**src/rtl/core/pgb_pkg.sv**
```systemverilog
// Shared types and constants for the palette glyph blitter.
// Used by pgb_front, pgb_queue, pgb_back and palette_glyph_blit_top.
package pgb_pkg;

  // Input opcodes
  localparam logic OP_START  = 1'b0;
  localparam logic OP_BITMAP = 1'b1;

  // Configuration register indexes
  localparam int unsigned CFG_IDX_BITS = 3;
  localparam logic [CFG_IDX_BITS-1:0] REG_PAL_0_3    = 3'd0;
  localparam logic [CFG_IDX_BITS-1:0] REG_PAL_4_7    = 3'd1;
  localparam logic [CFG_IDX_BITS-1:0] REG_PAL_8_11   = 3'd2;
  localparam logic [CFG_IDX_BITS-1:0] REG_PAL_12_15  = 3'd3;
  localparam logic [CFG_IDX_BITS-1:0] REG_BUF_WINDOW = 3'd4;
  localparam logic [CFG_IDX_BITS-1:0] REG_CLIP_WIN   = 3'd5;

  localparam int unsigned CFG_DATA_BITS = 64;
  localparam logic [3:0]  NIB_MASK      = 4'hF;

  // Pixel queue between front and back
  localparam int unsigned QUEUE_DEPTH = 4;
  localparam int unsigned QPTR_BITS   = 2;

  // Configuration as seen by front and back
  typedef struct packed {
    logic [3:0][CFG_DATA_BITS-1:0] palette;
    logic [CFG_DATA_BITS-1:0]      buf_win;
    logic [CFG_DATA_BITS-1:0]      clip_win;
  } pgb_cfg_t;

  // One pixel write waiting for index math and color lookup
  typedef struct packed {
    logic [15:0] dy;    // row offset from buffer window top
    logic [15:0] dx;    // column offset from buffer window left
    logic [3:0]  nib;   // palette entry
    logic        last;  // final write of its byte
  } pgb_entry_t;

endpackage

```
**src/rtl/core/pgb_front.sv**
```systemverilog
// Front end: accepts start and bitmap items, walks the glyph cursor and
// queues the pixels that fall inside both windows. Depends on pgb_pkg.
module pgb_front import pgb_pkg::*; #(
  parameter int MAX_GLYPH_DIM = 1023
) (
  input  logic              clk,
  input  logic              rst,
  input  logic              in_valid,
  output logic              in_stall,
  input  logic              opcode,
  input  logic signed [15:0] glyph_x,
  input  logic signed [15:0] glyph_y,
  input  logic [9:0]        glyph_width,
  input  logic [9:0]        glyph_height,
  input  logic [7:0]        bitmap_byte,
  input  pgb_cfg_t          cfg,
  output logic              q_push,
  output pgb_entry_t        q_entry,
  input  logic              q_full
);

  localparam int DIM_BITS = $clog2(MAX_GLYPH_DIM + 1);
  localparam int CMP_BITS = (DIM_BITS > 10) ? DIM_BITS + 1 : 11;

  // Glyph box and cursor
  logic [15:0]         origin_x;
  logic [15:0]         origin_y;
  logic [DIM_BITS-1:0] box_width;
  logic [DIM_BITS-1:0] box_height;
  logic [DIM_BITS-1:0] column_count;
  logic [DIM_BITS-1:0] row_count;

  // Pending pixels of the last byte
  logic [1:0]  pend_valid;
  pgb_entry_t  pend_ent [2];

  // Cursor step for one nibble
  typedef struct packed {
    logic                in_box;
    logic                hit;
    logic [15:0]         dx;
    logic [15:0]         dy;
    logic [DIM_BITS-1:0] col_next;
    logic [DIM_BITS-1:0] row_next;
  } step_t;

  function automatic logic win_hit(logic [CFG_DATA_BITS-1:0] w,
                                   logic [16:0] x, logic [16:0] y);
    logic signed [16:0] x1, y1, x2, y2;
    x1 = {w[15], w[15:0]};
    y1 = {w[31], w[31:16]};
    x2 = {w[47], w[47:32]};
    y2 = {w[63], w[63:48]};
    return ($signed(x) >= x1) && ($signed(x) <= x2) &&
           ($signed(y) >= y1) && ($signed(y) <= y2);
  endfunction

  function automatic step_t pix_step(logic [DIM_BITS-1:0] col,
                                     logic [DIM_BITS-1:0] row);
    step_t             s;
    logic [16:0]       x, y;
    logic [DIM_BITS:0] col_inc;
    s.in_box = (box_width != '0) && (row < box_height);
    x = {origin_x[15], origin_x} + 17'(col);
    y = {origin_y[15], origin_y} + 17'(row);
    s.hit = s.in_box && win_hit(cfg.buf_win, x, y) && win_hit(cfg.clip_win, x, y);
    s.dx = 16'(x - {cfg.buf_win[15], cfg.buf_win[15:0]});
    s.dy = 16'(y - {cfg.buf_win[31], cfg.buf_win[31:16]});
    col_inc = {1'b0, col} + (DIM_BITS+1)'(1);
    if (!s.in_box) begin
      s.col_next = col;
      s.row_next = row;
    end else if (col_inc >= {1'b0, box_width}) begin
      s.col_next = '0;
      s.row_next = row + DIM_BITS'(1);
    end else begin
      s.col_next = col_inc[DIM_BITS-1:0];
      s.row_next = row;
    end
    return s;
  endfunction

  step_t s0, s1;
  logic  accept;
  logic  [1:0] pend_after;

  always_comb begin
    s0 = pix_step(column_count, row_count);
    s1 = pix_step(s0.col_next, s0.row_next);
  end

  // Push one pending pixel a cycle while the queue is not full, high nibble first
  assign q_push  = (pend_valid != 2'b00) && !q_full;
  assign q_entry = pend_valid[0] ? pend_ent[0] : pend_ent[1];

  always_comb begin
    pend_after = pend_valid;
    if (q_push) begin
      if (pend_valid[0]) pend_after[0] = 1'b0;
      else               pend_after[1] = 1'b0;
    end
  end

  // Take a new item once the previous byte's pixels are all queued
  assign in_stall = (pend_after != 2'b00);
  assign accept   = in_valid && !in_stall;

  // Clamp for the box size
  function automatic logic [DIM_BITS-1:0] clamp_dim(logic [9:0] v);
    if (CMP_BITS'(v) > CMP_BITS'(MAX_GLYPH_DIM)) return DIM_BITS'(MAX_GLYPH_DIM);
    return DIM_BITS'(v);
  endfunction

  // Control state
  always_ff @(posedge clk) begin
    if (rst) begin
      pend_valid   <= 2'b00;
      origin_x     <= '0;
      origin_y     <= '0;
      box_width    <= '0;
      box_height   <= '0;
      column_count <= '0;
      row_count    <= '0;
    end else begin
      if (accept && opcode == OP_BITMAP) pend_valid <= {s1.hit, s0.hit};
      else                               pend_valid <= pend_after;
      if (accept) begin
        if (opcode == OP_START) begin
          origin_x     <= glyph_x;
          origin_y     <= glyph_y;
          box_width    <= clamp_dim(glyph_width);
          box_height   <= clamp_dim(glyph_height);
          column_count <= '0;
          row_count    <= '0;
        end else begin
          column_count <= s1.col_next;
          row_count    <= s1.row_next;
        end
      end
    end
  end

  // Pending pixel payload
  always_ff @(posedge clk) begin
    if (accept && opcode == OP_BITMAP) begin
      pend_ent[0] <= '{dy: s0.dy, dx: s0.dx, nib: bitmap_byte[7:4] & NIB_MASK,
                       last: s0.hit && !s1.hit};
      pend_ent[1] <= '{dy: s1.dy, dx: s1.dx, nib: bitmap_byte[3:0] & NIB_MASK,
                       last: s1.hit};
    end
  end

endmodule

```
**src/rtl/core/pgb_queue.sv**
```systemverilog
// Short FIFO of pixel writes between front and back.
// Depends on pgb_pkg for the entry type and depth.
module pgb_queue import pgb_pkg::*; (
  input  logic       clk,
  input  logic       rst,
  input  logic       push,
  input  pgb_entry_t wr_entry,
  output logic       full,
  input  logic       pop,
  output pgb_entry_t rd_entry,
  output logic       empty
);

  pgb_entry_t           mem [QUEUE_DEPTH];
  logic [QPTR_BITS-1:0] wr_ptr;
  logic [QPTR_BITS-1:0] rd_ptr;
  logic [QPTR_BITS:0]   count;

  assign full     = (count == (QPTR_BITS+1)'(QUEUE_DEPTH));
  assign empty    = (count == '0);
  assign rd_entry = mem[rd_ptr];

  // Pointers and fill level
  always_ff @(posedge clk) begin
    if (rst) begin
      wr_ptr <= '0;
      rd_ptr <= '0;
      count  <= '0;
    end else begin
      if (push) wr_ptr <= wr_ptr + QPTR_BITS'(1);
      if (pop)  rd_ptr <= rd_ptr + QPTR_BITS'(1);
      if (push && !pop)      count <= count + (QPTR_BITS+1)'(1);
      else if (pop && !push) count <= count - (QPTR_BITS+1)'(1);
    end
  end

  // Storage
  always_ff @(posedge clk) begin
    if (push) mem[wr_ptr] <= wr_entry;
  end

endmodule

```
**src/rtl/core/pgb_back.sv**
```systemverilog
// Back end: buffer index multiply-add and palette lookup, two stages
// ending in the output register. Depends on pgb_pkg.
module pgb_back import pgb_pkg::*; #(
  parameter int INDEX_BITS = 24
) (
  input  logic                  clk,
  input  logic                  rst,
  input  pgb_cfg_t              cfg,
  input  logic                  q_empty,
  input  pgb_entry_t            q_entry,
  output logic                  q_pop,
  output logic                  out_valid,
  input  logic                  out_stall,
  output logic [INDEX_BITS-1:0] buf_index,
  output logic [15:0]           pixel_color,
  output logic                  last
);

  // Stage A: product and color
  logic                  a_valid;
  logic [INDEX_BITS-1:0] a_prod;
  logic [15:0]           a_dx;
  logic [15:0]           a_color;
  logic                  a_last;

  logic        en_a, en_b;
  logic [16:0] buf_width;
  logic [32:0] prod;
  logic [15:0] color;

  assign en_b  = !out_valid || !out_stall;
  assign en_a  = !a_valid || en_b;
  assign q_pop = !q_empty && en_a;

  // Buffer row pitch, 1..65536 for a non-empty window
  assign buf_width = 17'({cfg.buf_win[47], cfg.buf_win[47:32]}
                         - {cfg.buf_win[15], cfg.buf_win[15:0]} + 17'd1);
  assign prod  = 33'(q_entry.dy) * 33'(buf_width);
  assign color = cfg.palette[q_entry.nib[3:2]][16*q_entry.nib[1:0] +: 16];

  // Stage valids
  always_ff @(posedge clk) begin
    if (rst) begin
      a_valid   <= 1'b0;
      out_valid <= 1'b0;
    end else begin
      if (en_a) a_valid   <= q_pop;
      if (en_b) out_valid <= a_valid;
    end
  end

  // Stage payloads
  always_ff @(posedge clk) begin
    if (q_pop) begin
      a_prod  <= prod[INDEX_BITS-1:0];
      a_dx    <= q_entry.dx;
      a_color <= color;
      a_last  <= q_entry.last;
    end
    if (en_b && a_valid) begin
      buf_index   <= a_prod + INDEX_BITS'(a_dx);
      pixel_color <= a_color;
      last        <= a_last;
    end
  end

endmodule

```
**src/rtl/core/palette_glyph_blit_top.sv**
```systemverilog
// Top level of the 4bpp palette glyph blitter: config registers, front,
// pixel queue and back. Depends on pgb_pkg, pgb_front, pgb_queue, pgb_back.
//
//  channel | handshake            | payload
//  --------+----------------------+----------------------------------------------
//  input   | in_valid / in_stall  | opcode, glyph_x/y, glyph_width/height, bitmap_byte
//  output  | out_valid / out_stall| buf_index, pixel_color, last
//  config  | cfg_we               | cfg_index, cfg_data
//
// A bitmap byte whose pixels both land holds the input while the second pixel is queued,
// since the front queues one pixel at a time; a start item queues none.
// The first write of a byte passes the pending register, queue, stage A and output register.
// Reset clears config registers, glyph box, cursor, queue and pipeline valids.
// A four-entry queue lets the front keep taking items while the output stalls.
module palette_glyph_blit_top import pgb_pkg::*; #(
  parameter int MAX_GLYPH_DIM = 1023,
  parameter int INDEX_BITS    = 24
) (
  input  logic                     clk,
  input  logic                     rst,
  input  logic                     cfg_we,
  input  logic [CFG_IDX_BITS-1:0]  cfg_index,
  input  logic [CFG_DATA_BITS-1:0] cfg_data,
  input  logic                     in_valid,
  output logic                     in_stall,
  input  logic                     opcode,
  input  logic signed [15:0]       glyph_x,
  input  logic signed [15:0]       glyph_y,
  input  logic [9:0]               glyph_width,
  input  logic [9:0]               glyph_height,
  input  logic [7:0]               bitmap_byte,
  output logic                     out_valid,
  input  logic                     out_stall,
  output logic [INDEX_BITS-1:0]    buf_index,
  output logic [15:0]              pixel_color,
  output logic                     last
);

  pgb_cfg_t   cfg;
  logic       q_push, q_pop, q_full, q_empty;
  pgb_entry_t q_wr, q_rd;

  // Configuration registers
  always_ff @(posedge clk) begin
    if (rst) begin
      cfg <= '0;
    end else if (cfg_we) begin
      case (cfg_index) inside
        REG_PAL_0_3, REG_PAL_4_7, REG_PAL_8_11, REG_PAL_12_15: begin
          cfg.palette[cfg_index[1:0]] <= cfg_data;
        end
        REG_BUF_WINDOW: begin
          cfg.buf_win <= cfg_data;
        end
        REG_CLIP_WIN: begin
          cfg.clip_win <= cfg_data;
        end
        default: begin
        end
      endcase
    end
  end

  pgb_front #(
    .MAX_GLYPH_DIM(MAX_GLYPH_DIM)
  ) u_front (
    .clk          (clk),
    .rst          (rst),
    .in_valid     (in_valid),
    .in_stall     (in_stall),
    .opcode       (opcode),
    .glyph_x      (glyph_x),
    .glyph_y      (glyph_y),
    .glyph_width  (glyph_width),
    .glyph_height (glyph_height),
    .bitmap_byte  (bitmap_byte),
    .cfg          (cfg),
    .q_push       (q_push),
    .q_entry      (q_wr),
    .q_full       (q_full)
  );

  pgb_queue u_queue (
    .clk      (clk),
    .rst      (rst),
    .push     (q_push),
    .wr_entry (q_wr),
    .full     (q_full),
    .pop      (q_pop),
    .rd_entry (q_rd),
    .empty    (q_empty)
  );

  pgb_back #(
    .INDEX_BITS(INDEX_BITS)
  ) u_back (
    .clk         (clk),
    .rst         (rst),
    .cfg         (cfg),
    .q_empty     (q_empty),
    .q_entry     (q_rd),
    .q_pop       (q_pop),
    .out_valid   (out_valid),
    .out_stall   (out_stall),
    .buf_index   (buf_index),
    .pixel_color (pixel_color),
    .last        (last)
  );

  // Queue never written when full
  assert property (@(posedge clk) disable iff (rst) q_push |-> !q_full)
    else $error("pixel queue overflow");

  // Queue never read when empty
  assert property (@(posedge clk) disable iff (rst) q_pop |-> !q_empty)
    else $error("pixel queue underflow");

  // A start item leaves nothing pending, so the next item is taken at once
  assert property (@(posedge clk) disable iff (rst)
    (in_valid && !in_stall && opcode == OP_START) |=> !in_stall)
    else $error("front stalled after start item");

  // Reset empties the output stage
  assert property (@(posedge clk) rst |=> !out_valid)
    else $error("output valid after reset");

endmodule

```
**config.mk**
```make
export PLATFORM = sky130hd
export DESIGN_NAME = palette_glyph_blit_top
export DESIGN_NICKNAME = d
export VERILOG_FILES = /design/src/rtl/core/pgb_pkg.sv /design/src/rtl/core/pgb_front.sv /design/src/rtl/core/pgb_queue.sv /design/src/rtl/core/pgb_back.sv /design/src/rtl/core/palette_glyph_blit_top.sv
export SDC_FILE = /design/constraint.sdc
export NUM_CORES = 2
export LEC_CHECK = 0
export BUFFER_PORTS_ARGS = -buffer_cell sky130_fd_sc_hd__buf_2
export CORE_MARGIN = 2
export CORE_UTILIZATION = 40
export CTS_BUF_LIST = sky130_fd_sc_hd__clkbuf_16
export CTS_CLUSTER_SIZE = 25
export DETAILED_ROUTE_END_ITERATION = 10
export GPL_TIMING_DRIVEN = 1
export HOLD_SLACK_MARGIN = 0.12
export PLACE_DENSITY_LB_ADDON = 0.1
export SLEW_MARGIN = 15
export SYNTH_ARGS = -nofsm -noshare
export SYNTH_HDL_FRONTEND = slang
export SYNTH_SLANG_ARGS = --single-unit
```
**constraint.sdc**
```tcl
create_clock -name clk -period 18.6 [get_ports clk]
set_input_delay 0.93 -clock clk [delete_from_list [all_inputs] [get_ports clk]]
set_output_delay 0.93 -clock clk [all_outputs]
set_load 0.05 [all_outputs]
```
Word-level counts from Yosys, hierarchy flattened
Memory sizes are Yosys's and may differ from the RTL's. A register that Yosys moved wholly into a read port is not among the register bits.
Cells that the tools add are included.
{"block": "totals", "regBits": 565, "ramBits": 222, "input_bits": 133, "out_inout_bits": 43, "wordCells": 152, "n_memories": 2}
{"block": "classes", "addsub": 19, "multipliers": 1, "n_lt_le_gt_ge": 23, "n_eq_ne": 6, "n_shift": 1, "mux": 23, "bitwise_logic": 3, "n_reduce_logical": 49}
{"name": "u_queue.mem", "depth": 4, "word_bits": 37, "read_ports": 1, "rd_clocked_by_memory_dff": 1, "write_ports": 1, "line": "pgb_queue.sv:14", "rtl": "pgb_entry_t mem [QUEUE_DEPTH];"}
{"name": "u_front.pend_ent", "depth": 2, "word_bits": 37, "read_ports": 2, "rd_clocked_by_memory_dff": 0, "write_ports": 2, "line": "pgb_front.sv:35", "rtl": "pgb_entry_t pend_ent [2];"}
{"operator": "$bwmux W256", "count": 1}
{"operator": "$ge A17 B16 Y1", "count": 8}
{"operator": "$le A17 B16 Y1", "count": 8}
{"operator": "$bmux W64 S2", "count": 1}
{"operator": "$demux W64 S2", "count": 1}
{"operator": "$mux W64", "count": 2}
{"operator": "$mux W20", "count": 4}
{"operator": "$add A16 B11 Y17", "count": 4}
{"operator": "$shiftx A64 B7 Y16", "count": 1}
{"operator": "$sub A16 B16 Y16", "count": 4}
{"operator": "$mux W37", "count": 1}
{"operator": "$logic_and A1 B1 Y1", "count": 27}
{"operator": "$add A24 B16 Y24", "count": 1}
{"operator": "$mul A16 B17 Y24", "count": 1}
{"operator": "$add A10 B1 Y11 const B", "count": 2}
{"operator": "$ge A11 B10 Y1", "count": 2}
{"operator": "$add A10 B1 Y10 const B", "count": 2}
{"operator": "$lt A10 B10 Y1", "count": 2}
{"operator": "$mux W10", "count": 2}
{"operator": "$add A17 B1 Y17 const B", "count": 1}
{"operator": "$sub A16 B16 Y17", "count": 1}
{"operator": "$reduce_bool A10 Y1", "count": 1}
{"operator": "$eq A3 B3 Y1 const B", "count": 3}
{"operator": "$logic_not A1 Y1", "count": 9}
{"operator": "18 further kinds", "count": 36}

Logic depth before layout (Yosys ltp)
{"block": "depth", "depth_word": 13, "mapped_depth": 34}

Cells and area by module
From an unflattened synthesis, not the netlist that was laid out.
{"block": "hier_totals", "cells_unflattened": 4835, "area_unflattened_um2": 51573.2}
{"module": "pgb_front", "instances": 1, "cells_each": 2014, "area_each_um2": 17066.4, "seq_area_each_um2": 3703.6}
{"module": "palette_glyph_blit_top", "instances": 1, "cells_each": 1317, "area_each_um2": 14871.8, "seq_area_each_um2": 7687.4}
{"module": "pgb_back", "instances": 1, "cells_each": 1267, "area_each_um2": 13810.7, "seq_area_each_um2": 2982.9}
{"module": "pgb_queue", "instances": 1, "cells_each": 237, "area_each_um2": 5824.3, "seq_area_each_um2": 4624.4}

Least setup slack after synthesis
Ideal clock, no wire load.
{"block": "synth_timing", "path_kind": "register to register", "start": "register, netlist name cfg[97]", "end": "register u_back.a_prod[22], data pin", "setup_ps": 266, "arrival_ps": 7907, "required_time_ps": 18334, "path_slack_ps": 10427, "path_stages_with_launch": 34, "path_buffers": 1, "period_less_slack_ps": 8173, "cell_sequence": "dfxtp_1 -> inv_1 -> ha_1 -> inv_1 -> ha_1 -> fa_1 -> a21oi_1 -> o2111ai_1 -> a31o_2 -> a21o_1 -> a21o_1 -> a21oi_1 -> xnor2_1 -> clkbuf_1 -> nand2_1 -> fa_1 -> inv_1 -> fa_1 -> inv_1 -> fa_1 -> inv_1 -> fa_1 -> inv_1 -> fa_1 -> inv_1 -> fa_1 -> ha_1 -> and3_1 -> a221o_1 -> o211a_1 -> o21a_1 -> o21a_1 -> o41ai_1 -> xnor2_1"}
{"block": "synth_between", "elab_chain_len": 3}
{"item": "$sub A16 B16 Y17", "line": "pgb_back.sv:37", "rtl": "- {cfg.buf_win[15], cfg.buf_win[15:0]} + 17'd1);"}
{"item": "$add A17 B1 Y17", "line": "pgb_back.sv:37"}
{"item": "$mul A16 B17 Y24", "line": "pgb_back.sv:38", "rtl": "assign prod = 33'(q_entry.dy) * 33'(buf_width);"}
{"item": "named net u_back.prod[22]", "line": "pgb_back.sv:28", "rtl": "logic [32:0] prod;"}
{"item": "end signal: assignment", "line": "pgb_back.sv:55", "rtl": "a_prod <= prod[INDEX_BITS-1:0];"}
{"item": "end: declaration", "line": "pgb_back.sv:21", "rtl": "logic [INDEX_BITS-1:0] a_prod;"}
The timed path passes the listed nets, and every way through them passes these cells.
A chain may end at the register's enable or synchronous reset.

Worst setup path after layout
{"block": "layout_timing", "start": "register, netlist name cfg[97]", "end": "register u_back.a_prod[22], data pin"}
{"block": "layout_between", "elab_chain_len": 3}
{"item": "$sub A16 B16 Y17", "line": "pgb_back.sv:37"}
{"item": "$add A17 B1 Y17", "line": "pgb_back.sv:37"}
{"item": "$mul A16 B17 Y24", "line": "pgb_back.sv:38"}
{"item": "named net u_back.prod[22]", "line": "pgb_back.sv:28"}
The timed path passes the listed nets, and every way through them passes these cells.

==> summary.md <==
| Metric | Value |
|---|---|
| Setup ws final | `10.02 ns` |
| DRC | `0` |
| Min Tclk post-route | `8.58 ns` |
| YS warnings | `0` |
| Core ar. | `124,000 um^2` |
| Most frequent cells in the layout | `nand2_1, a21oi_1, ha_1, inv_1, dfxtp_1` |
| WP data arrival | `9.02 ns` |
| Largest family of logic cells by synthesized area | `adder cells` |
| CTS tree | `yes` |
| First-pass GRT wire length | `232,000 um` |
| Slowest CP cell | `fa_1` |
| Maximum level of the CTS H-tree | `3` |
| Die height | `358 um` |
| Die Wd | `358 um` |
| Worst-Margin Slew | `1.10 ns` |
| Synthesized area per cell | `9.44 um^2` |
| Final HPWL DP | `111,000 um` |
| Post-Syn Instances | `5,308` |
| Final wirelength | `152,000 um` |
| Clock Path Buffers | `3` |
| Simple-Gate Fraction of Synth Area | `15.5%` |
| Adder-Cell Fraction of Synth Area | `19.2%` |
| Crit-path max FO | `11` |
| Clock-pin slew on the worst setup and hold paths | `0.06 ns` |
| Post-CTS Hold Buffers | `0` |
| Initial Utilization | `40.4%` |
| Routability cong. | `0.900` |
| Slew HR | `26.1%` |
| Setup Buffers After CTS | `0` |
| Die ar. | `128,000 um^2` |
| Synth Register Bits | `789` |
| RSZ-0062 raised after global routing | `no` |
| Critical Path End Type | `flip-flop` |
| 1st-pass router iterations | `5` |
| Largest net degree at the start of global routing | `119` |
| Top_reg_cell synth | `dfxtp_1` |
| XOR/XNOR Fraction of Synth Area | `3.30%` |
| Mux cell area share after synthesis | `5.84%` |
| I/O Buffers | `175` |
| Worst Skew | `0.0390 ns` |
| Via/cell ratio | `5.35` |
| CP startpoint kind | `flip-flop` |
| Num CTS Buffers | `93` |
| FFs w/ async S/R, synth | `0%` |
| Status | `complete, no violations` |
| Leakage | `22.0 nW` |
| Hold slack | `0.399 ns` |
| Final Slew Violations | `0` |
| Power per cell area | `224 nW/um^2` |
| Hold Fails Final Rpt | `0` |
| Synth-to-Final Area Change | `11.3%` |
| Post-synthesis compound-gate area fraction | `13.0%` |
| Antenna violations before repair | `6` |
| Post-cts sizing count | `0` |
| Crit-path max cell delay | `0.52 ns` |
| Max cap viols | `0` |
| Seq/Total Area, Yosys | `37.9%` |
| Period utilization | `46.1%` |
| Starting DRC count in detailed routing | `2,437` |
| ANT nets after route | `0` |
| EDFF count, synth | `320` |
| Worst hold path type | `input pin to flip-flop` |
| Final setup TNS | `0 ns` |
| Total grt overflow | `0` |
| Distinct cell type count after synthesis | `84` |
| Ports | `176` |
| Peak VDD IR | `571 uV` |
| Standard-cell row count | `129` |
| Setup violations, final | `0` |
| Critical path type | `flip-flop to flip-flop` |
| Most common cell after layout, fill and taps aside | `nand2_1` |
| Clock Latency Late Sink | `0.71 ns` |
| CTS sink count | `789` |
| Post-place setup slack | `10.01 ns` |
| Req. time, crit path | `19.03 ns` |
| Gr usage total | `23.7%` |
| Vias in the first global route | `37,700` |
| Post-Syn Area | `50,100 um^2` |
| Vias | `38,000` |
| Share of post-route cells with drive strength above 1 | `10.3%` |
| Final net count | `6,190` |
| Fmax | `117 MHz` |
| Synthesized Nets | `6,100` |
| Root buffer cell | `clkbuf_16` |
| Routed len/inst | `21.4 um` |
[state kept, by name, summed over array words and instances (netlist names), named ones only]
register / flops
u_queue.count: 3
u_back.a_valid: 1
u_back.buf_index: 24
u_front.pend_valid: 2
u_back.pixel_color: 16
u_back.a_dx: 16
u_back.a_last: 1
u_front.row_count: 10
u_back.out_valid: 1
u_front.column_count: 10
u_front.origin_x: 16
u_back.a_color: 16
u_front.pend_ent: 74
u_queue.mem: 148
cfg: 384
u_front.box_height: 10
u_front.box_width: 10
u_queue.wr_ptr: 2
u_back.last: 1
u_back.a_prod: 24
u_front.origin_y: 16
u_queue.rd_ptr: 2
[stage by stage]
stage / total power [mW] / cell area [um^2] / std cells / utilization (%)
2_1_floorplan: 8.74 / 50100 / 5308 / -
3_3_place_gp: 10.7 / 52700 / 6939 / 42.5
3_5_place_dp: 10.7 / 52700 / 6939 / 42.5
4_1_cts: 12.6 / 55700 / 7109 / 45.0
5_1_grt: 13.7 / 55800 / 7113 / 45.0
6_report: 12.5 / 55800 / 7113 / 45.0
[where the power goes]
| group | switching (mW) | total (mW) | internal, mW |
|---|---|---|---|
| registers | 0.0945 | 2.49 | 2.40 |
| clock network | 0.776 | 1.83 | 1.06 |
| logic | 4.55 | 8.15 | 3.60 |
[cell families after synthesis]
kind of cell | after synthesis
fa+ha+maj | 659
simple gates | 1747
buf+inv | 683
xor+xnor | 184
compound gates | 1085
mux | 161
flops | 789
[area by class of cell]
cell class | count | area [um^2]
multi-input combinational | 3836 | 28600
sequential | 789 | 19000
inverter | 444 | 1670
timing repair buffer | 234 | 1350
antenna | 3 | 7.51
fill | 12100 | 68200
clock buffer | 95 | 2380
tap | 1637 | 2050
clock inverter | 75 | 699
[layer usage]
metal	vias up	track usage [%]	share of wire, %
li1	18600	-	-
met1	18500	31.2	44
met2	797	41.1	49
met3	196	2.86	3.9
met4	0	6.47	2.7
met5	-	0	0
[worst max-delay path: cells and delay by family, from the launching register on]
kind	cells	cell delay [ns]
AO/OA/AOI/OAI	11	2.61
adder cells (fa/ha/maj)	10	4.27
AND/OR/NAND/NOR	2	0.29
buffers and inverters	8	0.58
XOR/XNOR	2	0.24
flip-flops	1	0.33
[synthesized netlist by cell type (13+ instances only)]
cell	count	area [um^2]
mux2_2	41	462
fa_1	185	3700
nor3b_1	16	120
a2111oi_0	15	131
xor2_1	51	447
ha_1	474	5930
o211ai_1	13	97.6
edfxtp_1	320	9610
or3_1	14	87.6
a21o_1	77	578
and3_1	26	163
xnor2_1	130	1140
nand4_1	64	400
clkbuf_1	207	777
inv_1	444	1670
nand2b_1	20	125
buf_1	22	82.6
nor2_1	120	450
a21oi_1	626	3130
mux2i_1	19	190
a31oi_1	16	100
nor4_1	18	113
o31ai_1	17	128
nor3_1	42	210
o21ai_0	93	465
a211oi_1	38	285
mux4_2	101	2270
nor2b_1	65	407
nand3_1	77	385
dfxtp_1	469	9390
o21bai_1	43	323
nand2_1	1132	4250
and2_1	101	632
o21a_1	42	315
[worst paths after layout]
kind | from | end | slack (ns) | cells past startpoint
worst min register to register | u_back.a_color[12] | u_back.pixel_color[12] | 0.42 | 0
worst max-delay path | cfg[97] | u_back.a_prod[22] | 10.02 | 33
worst max register to register | cfg[97] | u_back.a_prod[22] | 10.02 | 33
worst min-delay path | bitmap_byte[3] | u_front.pend_ent[0][41] | 0.40 | 1
Note: power is estimated with default switching activity, not from simulation.
